File: config.mk
export PLATFORM = sky130hd
export DESIGN_NAME = ktbl_cell
export DESIGN_NICKNAME = d
export VERILOG_FILES = /design/src/rtl/ktbl_pkg.sv /design/src/rtl/ktbl_cell.sv
export SDC_FILE = /design/constraint.sdc
export NUM_CORES = 1
export LEC_CHECK = 0
export ABC_AREA = 1
export BUFFER_PORTS_ARGS = -buffer_cell sky130_fd_sc_hd__buf_2
export CORE_AREA = 2 2 217 219
export DETAILED_ROUTE_END_ITERATION = 10
export DIE_AREA = 0 0 219 221
export PLACE_DENSITY = 0.51
export SYNTH_ARGS = -nofsm -noshare
export SYNTH_HDL_FRONTEND = slang
export SYNTH_SLANG_ARGS = --single-unit
File: constraint.sdc
create_clock -name aclk -period 11.95 [get_ports aclk]
set_input_delay 0.5975 -clock aclk [delete_from_list [all_inputs] [get_ports aclk]]
set_output_delay 0.5975 -clock aclk [all_outputs]
set_load 0.1 [all_outputs]
File: src/rtl/ktbl_pkg.sv
package ktbl_pkg;

    localparam int ENTRIES_DEF   = 16;
    localparam int RATE_FRAC_DEF = 8;

    localparam int KEY_W     = 64;
    localparam int RATE_W    = 28;
    localparam int BURST_W   = 16;
    localparam int TIME_W    = 48;
    localparam int STATUS_W  = 3;
    localparam int INDEX_W   = 4;
    localparam int MILLION_W = 20;

    localparam logic [MILLION_W-1:0] MILLION = 20'd1000000;

    typedef enum logic {
        OP_ADD   = 1'b0,
        OP_CHECK = 1'b1
    } op_t;

    typedef enum logic [STATUS_W-1:0] {
        ST_OK      = 3'd0,
        ST_UNKNOWN = 3'd1,
        ST_LIMITED = 3'd2,
        ST_DUP     = 3'd3,
        ST_EMPTY   = 3'd4,
        ST_FULL    = 3'd5
    } status_t;

    typedef struct packed {
        op_t                op;
        logic [KEY_W-1:0]   key_value;
        logic [RATE_W-1:0]  rate_q8;
        logic [BURST_W-1:0] burst_cap;
        logic [TIME_W-1:0]  now_time;
    } in_item_t;

    typedef struct packed {
        status_t            status;
        logic [INDEX_W-1:0] entry_index;
        logic [BURST_W-1:0] tokens_left;
    } out_item_t;

    typedef struct packed {
        logic act;
        logic hit;
    } link_t;

    typedef struct packed {
        logic add;
        logic upd;
    } wr_ctl_t;

    typedef struct packed {
        logic done;
        logic limited;
        logic upd;
    } rf_stat_t;

endpackage

File: src/rtl/ktbl_cell.sv
module ktbl_cell #(
    parameter int CELL_IDX = 0,
    parameter int IDX_W    = 4,
    parameter int LEVEL_W  = 44
) (
    input  logic                            aclk,
    input  logic                            aresetn,
    input  logic                            occupied,
    input  logic [ktbl_pkg::KEY_W-1:0]      srch_key,
    input  ktbl_pkg::link_t                 link_in,
    input  logic [IDX_W-1:0]                idx_in,
    input  logic [ktbl_pkg::RATE_W-1:0]     rate_in,
    input  logic [ktbl_pkg::BURST_W-1:0]    burst_in,
    input  logic [LEVEL_W-1:0]              level_in,
    input  logic [ktbl_pkg::TIME_W-1:0]     last_in,
    output ktbl_pkg::link_t                 link_out,
    output logic [IDX_W-1:0]                idx_out,
    output logic [ktbl_pkg::RATE_W-1:0]     rate_out,
    output logic [ktbl_pkg::BURST_W-1:0]    burst_out,
    output logic [LEVEL_W-1:0]              level_out,
    output logic [ktbl_pkg::TIME_W-1:0]     last_out,
    input  ktbl_pkg::wr_ctl_t               wr_ctl,
    input  logic [IDX_W-1:0]                wr_idx,
    input  logic [ktbl_pkg::KEY_W-1:0]      wr_key,
    input  logic [ktbl_pkg::RATE_W-1:0]     wr_rate,
    input  logic [ktbl_pkg::BURST_W-1:0]    wr_burst,
    input  logic [LEVEL_W-1:0]              wr_level,
    input  logic [ktbl_pkg::TIME_W-1:0]     wr_last
);

    localparam logic [IDX_W-1:0] MY_IDX = IDX_W'(CELL_IDX);

    logic [ktbl_pkg::KEY_W-1:0]   key_reg;
    logic [ktbl_pkg::RATE_W-1:0]  rate_reg;
    logic [ktbl_pkg::BURST_W-1:0] burst_reg;
    logic [LEVEL_W-1:0]           level_reg;
    logic [ktbl_pkg::TIME_W-1:0]  last_reg;

    ktbl_pkg::link_t              link_reg, link_next;
    logic [IDX_W-1:0]             idx_out_reg;
    logic [ktbl_pkg::RATE_W-1:0]  rate_out_reg;
    logic [ktbl_pkg::BURST_W-1:0] burst_out_reg;
    logic [LEVEL_W-1:0]           level_out_reg;
    logic [ktbl_pkg::TIME_W-1:0]  last_out_reg;

    logic match;
    logic sel;

    assign match = link_in.act && !link_in.hit && occupied && (key_reg == srch_key);
    assign sel   = (wr_idx == MY_IDX);

    always_comb begin
        link_next.act = link_in.act;
        link_next.hit = link_in.hit | match;
    end

    always_ff @(posedge aclk) begin
        if (!aresetn) begin
            link_reg <= '0;
        end else begin
            link_reg <= link_next;
        end
    end

    always_ff @(posedge aclk) begin
        if (match) begin
            idx_out_reg   <= MY_IDX;
            rate_out_reg  <= rate_reg;
            burst_out_reg <= burst_reg;
            level_out_reg <= level_reg;
            last_out_reg  <= last_reg;
        end else begin
            idx_out_reg   <= idx_in;
            rate_out_reg  <= rate_in;
            burst_out_reg <= burst_in;
            level_out_reg <= level_in;
            last_out_reg  <= last_in;
        end
    end

    always_ff @(posedge aclk) begin
        if (wr_ctl.add && sel) begin
            key_reg   <= wr_key;
            rate_reg  <= wr_rate;
            burst_reg <= wr_burst;
            level_reg <= wr_level;
            last_reg  <= wr_last;
        end else if (wr_ctl.upd && sel) begin
            level_reg <= wr_level;
            last_reg  <= wr_last;
        end
    end

    assign link_out  = link_reg;
    assign idx_out   = idx_out_reg;
    assign rate_out  = rate_out_reg;
    assign burst_out = burst_out_reg;
    assign level_out = level_out_reg;
    assign last_out  = last_out_reg;

endmodule

==> run_results.csv, run 1 <==
group,metric,value,unit
power,total_power,2920,uW
global_routing,grt.met1_usage,20.0,%
logic_synthesis,synth_nets,1574,
global_routing,grt_util_met3,4.89,%
global_routing,grt.busiest_layer,"met2",
drt,vias,10100,
final_layout,largest_reg_flops,64,
cts,cts_tree,"done",
cts,cts_buffers,41,
sta,clock_skew,0.0131,ns
cts,cts-resized-gates,0,
run_status,status,"complete, no violations",
cts,path_clk_slew,0.07,ns
worst_setup_path,required,12.38,ns
cts,cts_setup_buffers,0,
global_routing,grt_antenna_before_repair,17,
floorplanning,fp-row-count,79,
drt,first_iter_violations,422,
worst_hold_path,hold_start,"wr_rate[7]",
sta,setup_viol,0,
worst_hold_path,min_to,"rate_reg[7]",
worst_hold_path,hold_path_depth,1,
worst_setup_path,path_class,"reg -> reg",
logic_synthesis,ys_seq_area_share,70.0,%
floorplanning,initial_core_util,27.5,%
logic_synthesis,netlist_instances,1159,
final_layout,final_util,37.6,%
final_layout,drive_above_1_share,36.4,%
floorplanning,die-area,48400,um^2
cts,cts_num_sinks,342,
final_layout,finalInstanceArea,17300,um^2
final_layout,nets,2123,
drt,firstDrtPassIters,5,
power,p_per_area,169,nW/um^2
floorplanning,die_h,221,um
drt,ant_nets,0,
sta,maxSlewHeadroom,29.0,%
cts,htree_levels,2,
cts,hold_buffers,0,
logic_synthesis,synth_cell_types,19,
placement,dpl_cell_area,15900,um^2
worst_setup_path,ff2ff_setup_slack,8.28,ns
sta,slew_viol_final,0,
logic_synthesis,synth_top_area_share,47.5,%
global_routing,first_global_vias,10200,
worst_setup_path,r2r_start,"key_reg[11]",
cts,clockBufferDepth,3,
sta,tns,0,ns
power,leakage,0.00806,uW
drt,wirelength,42.1,mm
global_routing,grt_pass1_wl,61.6,mm
sta,timing.final.crit_share,30.7,%
floorplanning,ios,557,
worst_setup_path,reg2reg_depth,10,
sta,max_freq,272,MHz
job,cap_violations,0,
sta,rsz0062_at_grt,"no",
global_routing,grt_overflow,0,
floorplanning,fp.dieW,219,um
placement,io_buffers,556,
global_routing,track_usage,16.9,%
final_layout,syn2layout_area_growth,37.1,%
worst_setup_path,critPathCaptureType,"flip-flop",
cts,clock_latency,0.55,ns
global_routing,met2_usage,28.8,%
worst_setup_path,r2r_end,"level_out[6]",
worst_setup_path,critical_path.max_fanout,96,
sta,post-route-min-period,3.67,ns
sta,tightestPinTransition,1.07,ns
logic_synthesis,yosysWarnings,0,
worst_setup_path,crit_path_start_kind,"flip-flop",
logic_synthesis,ys_seq_elements,342,
sta,finalHoldViolations,0,
worst_setup_path,arrival,4.10,ns
logic_synthesis,synth_area_leaders,"edfxtp_1 47%, dfxtp_1 22%, nand2_1 12%, nand4_1 6.8%, inv_1 2.3%",
logic_synthesis,synth_top_area_cell,"edfxtp_1",
drt,vias_per_cell,4.27,
floorplanning,coreArea,46100,um^2
drt,drc,0,
placement,place_congestion,0.842,
placement,hpwl,31.6,mm
logic_synthesis,syn-cell-area,12600,um^2
drt,wl_per_cell,17.9,um
global_routing,grt_max_degree,97,
worst_hold_path,hold_path_class,"in -> reg",
logic_synthesis,syn_area_per_cell,10.9,um^2
power,ir_drop,93.8,uV
cts,cts_root_buffer,"clkbuf_16",
-- cell families after synthesis --
family                 after synthesis  synth area share, %
XOR/XNOR                            37                 2.56
AND/OR/NAND/NOR                    640                 22.0
flip-flops                         342                 70.0
AO/OA/AOI/OAI                        3                0.119
buffers and inverters              137                 5.31
-- cells in the final DEF, fill, tap and decap left out, types with 2 or more instances in the layout --
master	netlist	routed
inv_1	77	77
nor2_4	0	5
clkinv_4	0	2
o21ai_1	2	2
bufinv_16	0	4
nand3_1	15	14
buf_4	8	10
buf_2	42	556
nand4_1	137	137
diode_2	0	11
or2_2	2	2
edfxtp_1	200	200
dfxtp_1	142	142
nand2_1	403	403
xor2_1	13	13
clkbuf_16	0	44
clkbuf_1	0	12
clkinv_2	0	4
nor2_1	77	75
clkinv_1	0	4
inv_6	0	2
clkbuf_8	0	4
xnor2_1	24	24
-- critical path, cell delays in order (launching register included) --
cell and delay, ns:
edfxtp_1 0.38, xnor2_1 0.27, nand3_1 0.12, nor2_1 0.22, nand2_1 0.13, nor2_4 0.11
buf_4 0.61, nand3_4 0.66, buf_4 0.62, nand2_1 0.22, nand2_1 0.06
-- metrics by stage --
stage	cells	worst slack, ns	hold slack (ns)
floorplan	1159	5.72	0.468
detailed placement	2272	7.83	0.479
finish	2359	8.28	0.221
CTS	2348	8.17	0.181
global route	2358	7.87	0.184
global placement	2272	7.87	0.473
-- routing by layer --
layer / wire length (um) / part of all wire (%)
met2: 20800 / 49
met3: 3200 / 7.6
met5: 73 / 0.17
met1: 16800 / 40
met4: 1230 / 2.9
-- layout make-up --
class / instances / area [um^2]
Fill cell: 4707 / 28700
Sequential cell: 342 / 8850
Multi-Input combinational cell: 680 / 3170
Timing Repair Buffer: 566 / 2860
Clock buffer: 60 / 1200
Tap cell: 607 / 759
Inverter: 77 / 289
Clock inverter: 16 / 190
Antenna cell: 11 / 27.5
-- worst max-delay path by stage --
stage / from / depth (start not counted) / endpoint
after floorplan: wr_idx[1] / 2 / burst_reg[0]
after global placement: srch_key[35] / 13 / level_out[6]
after detailed placement: srch_key[11] / 11 / idx_out[3]
after CTS: key_reg[11] / 10 / idx_out[0]
after global routing: key_reg[35] / 12 / idx_out[0]
final: key_reg[11] / 10 / level_out[6]
-- power breakdown --
group / switching [uW] / total, uW / leakage (uW) / internal, uW
Sequential: 13.4 / 1300 / 0.00301 / 1290
Clock: 490 / 1280 / 0.000681 / 786
Combinational: 260 / 346 / 0.00437 / 85.4
-- synth_stat cells --
| cell | number |
|---|---|
| nand2_1 | 403 |
| edfxtp_1 | 200 |
| dfxtp_1 | 142 |
| nand4_1 | 137 |
| inv_1 | 77 |
| nor2_1 | 77 |
| buf_2 | 42 |
| xnor2_1 | 24 |
| nand3_1 | 15 |
| xor2_1 | 13 |
| buf_6 | 10 |
| buf_4 | 8 |
| nor2_2 | 3 |
| o21ai_1 | 2 |
| or2_2 | 2 |
| a21oi_1 | 1 |
| and2_1 | 1 |
| nand3b_1 | 1 |
| or4_1 | 1 |
No activity file was read; power rests on OpenSTA's default activity.
==> run 2: changes to the inputs <==
--- a/config.mk
+++ b/config.mk
@@ -7,9 +7,9 @@
 export LEC_CHECK = 0
 export ABC_AREA = 1
 export BUFFER_PORTS_ARGS = -buffer_cell sky130_fd_sc_hd__buf_2
-export CORE_AREA = 2 2 217 219
+export CORE_AREA = 2 2 218 220
 export DETAILED_ROUTE_END_ITERATION = 10
-export DIE_AREA = 0 0 219 221
+export DIE_AREA = 0 0 220 222
 export PLACE_DENSITY = 0.51
 export SYNTH_ARGS = -nofsm -noshare
 export SYNTH_HDL_FRONTEND = slang
==> constraint.sdc (replaced) <==
create_clock -name aclk -period 3.45 [get_ports aclk]
set_input_delay 0.1725 -clock aclk [delete_from_list [all_inputs] [get_ports aclk]]
set_output_delay 0.1725 -clock aclk [all_outputs]
set_load 0.1 [all_outputs]
==> run_results.csv, run 2 (same netlist as run 1, synthesis figures left out) <==
group,metric,value,unit
floorplanning,die_h,222,um
final_layout,final_common_cell,"buf_2",
final_layout,syn2layout_area_growth,64.6,%
sta,whs,0.0872,ns
placement,place_congestion,0.872,
drt,first_iter_violations,470,
cts,htree_levels,2,
run_status,status,"complete, no violations",
placement,hpwl,31.6,mm
floorplanning,initial_core_util,27.3,%
final_layout,drive_above_1_share,30.7,%
floorplanning,ios,557,
worst_setup_path,path_class,"reg -> reg",
global_routing,grt_pass1_wl,67.0,mm
worst_hold_path,hold_path_class,"in -> reg",
drt,ant_nets,0,
sta,rsz0062_at_grt,"no",
drt,drc,0,
sta,max_freq,406,MHz
global_routing,track_usage,18.0,%
final_layout,finalInstanceArea,20800,um^2
sta,setup_viol,0,
placement,dpl_cell_area,16100,um^2
worst_setup_path,crit_path_start_kind,"flip-flop",
floorplanning,fp.dieW,220,um
power,p_per_area,491,nW/um^2
cts,cts_tree,"done",
cts,cts_setup_buffers,0,
cts,cts_root_buffer,"clkbuf_16",
cts,clockBufferDepth,3,
worst_setup_path,arrival,2.89,ns
cts,cts_num_sinks,342,
global_routing,first_global_vias,12000,
global_routing,grt_max_degree,138,
final_layout,largest_reg_flops,64,
floorplanning,die-area,48800,um^2
sta,tns,0,ns
floorplanning,fp-row-count,79,
sta,post-route-min-period,2.46,ns
worst_setup_path,critPathCaptureType,"flip-flop",
sta,slew_viol_final,0,
drt,wl_per_cell,16.8,um
sta,finalHoldViolations,0,
cts,clock_latency,0.55,ns
global_routing,grt_overflow,0,
cts,cts_buffers,40,
job,cap_violations,0,
global_routing,grt_antenna_before_repair,17,
power,ir_drop,364,uV
final_layout,fillers,4340,
floorplanning,coreArea,46300,um^2
drt,wirelength,45.4,mm
placement,io_buffers,556,
power,leakage,0.00951,uW
drt,vias,11600,
sta,maxSlewHeadroom,44.3,%
cts,path_clk_slew,0.07,ns
sta,tightestPinTransition,0.835,ns
worst_setup_path,critical_path.max_fanout,137,
drt,vias_per_cell,4.31,
worst_setup_path,required,3.88,ns
sta,clock_skew,0.0213,ns
sta,timing.final.crit_share,71.3,%
drt,firstDrtPassIters,5,
final_layout,nets,2472,
final_layout,final_util,45.0,%
final_layout,final_cell_mix,"556 x buf_2, 403 x nand2_1, 344 x dlygate4sd3_1",
## run 2: cell types whose count changed in the layout (fill, tap and decap cells not counted), sizes merged
cell	previous run	this run
diode	11	10
clkbuf	60	55
clkinv	10	11
bufinv	4	2
buf	566	572
clkinvlp	0	1
dlygate4sd3	0	344
## run 2: path summary, 6_finish.rpt
path / startpoint / endpoint / slack (ns) / cells past startpoint
worst max-delay path: key_reg[39] / rate_out[2] / 0.99 / 11
worst min register to register: burst_reg[5] / burst_out[5] / 0.48 / 2
worst min-delay path: wr_ctl[1] / key_reg[42] / 0.09 / 3
worst max register to register: key_reg[39] / rate_out[2] / 0.99 / 11
## run 2: cell type report
| type | count | area (um^2) | area share (%) |
|---|---|---|---|
| Clock inverter | 16 | 138 | 0.661 |
| Multi-Input combinational cell | 680 | 3170 | 15.2 |
| Sequential cell | 342 | 8850 | 42.5 |
| Inverter | 77 | 289 | 1.39 |
| Tap cell | 607 | 759 | 3.65 |
| Antenna cell | 10 | 25.0 | 0.120 |
| Clock buffer | 55 | 1150 | 5.53 |
| Timing Repair Buffer | 916 | 6430 | 30.9 |
## run 2: where the power goes
part	switching (uW)	leakage [uW]	internal (uW)
combinational	978	0.00587	554
sequential	44.0	0.00301	4460
clock	1700	0.000637	2480
total	2720	0.00951	7500
## run 2: critical path, cell delays in order, from the launching register on
cell and delay (ns):
edfxtp_1 0.39, nor2_1 0.10, nor2_1 0.08, nor2_1 0.20, nand2_1 0.07, nor2_1 0.10, nand2_1 0.09, nor2_4 0.40
nand3_4 0.12, buf_12 0.22, nand2_1 0.24, nand2_1 0.07
## run 2: what timing repair did
| action | in CTS | in global routing |
|---|---|---|
| endpoints found under the hold margin | 342 | 0 |
| hold buffers | 344 | 0 |
| resized for setup | 0 | 0 |
## run 2: metal layers
layer  routed length (um)  global-route usage, %  up-vias  share of wire, %
li1                     -                      -     5701                 -
met1                18300                   21.2     5445                40
met2                22900                   31.3      398                50
met3                 2970                   4.66       90               6.5
met4                 1230                   6.56       12               2.7
met5                   80                      0        -              0.18
## run 2: stage by stage
step | power, uW | setup WS, ns | cells
CTS | 10300 | 1.04 | 2693
detailed placement | 5810 | 1.06 | 2278
floorplan | 5390 | 0.601 | 1159
global placement | 5800 | 1.05 | 2278
global route | 10600 | 0.857 | 2703
finish | 10200 | 0.990 | 2703
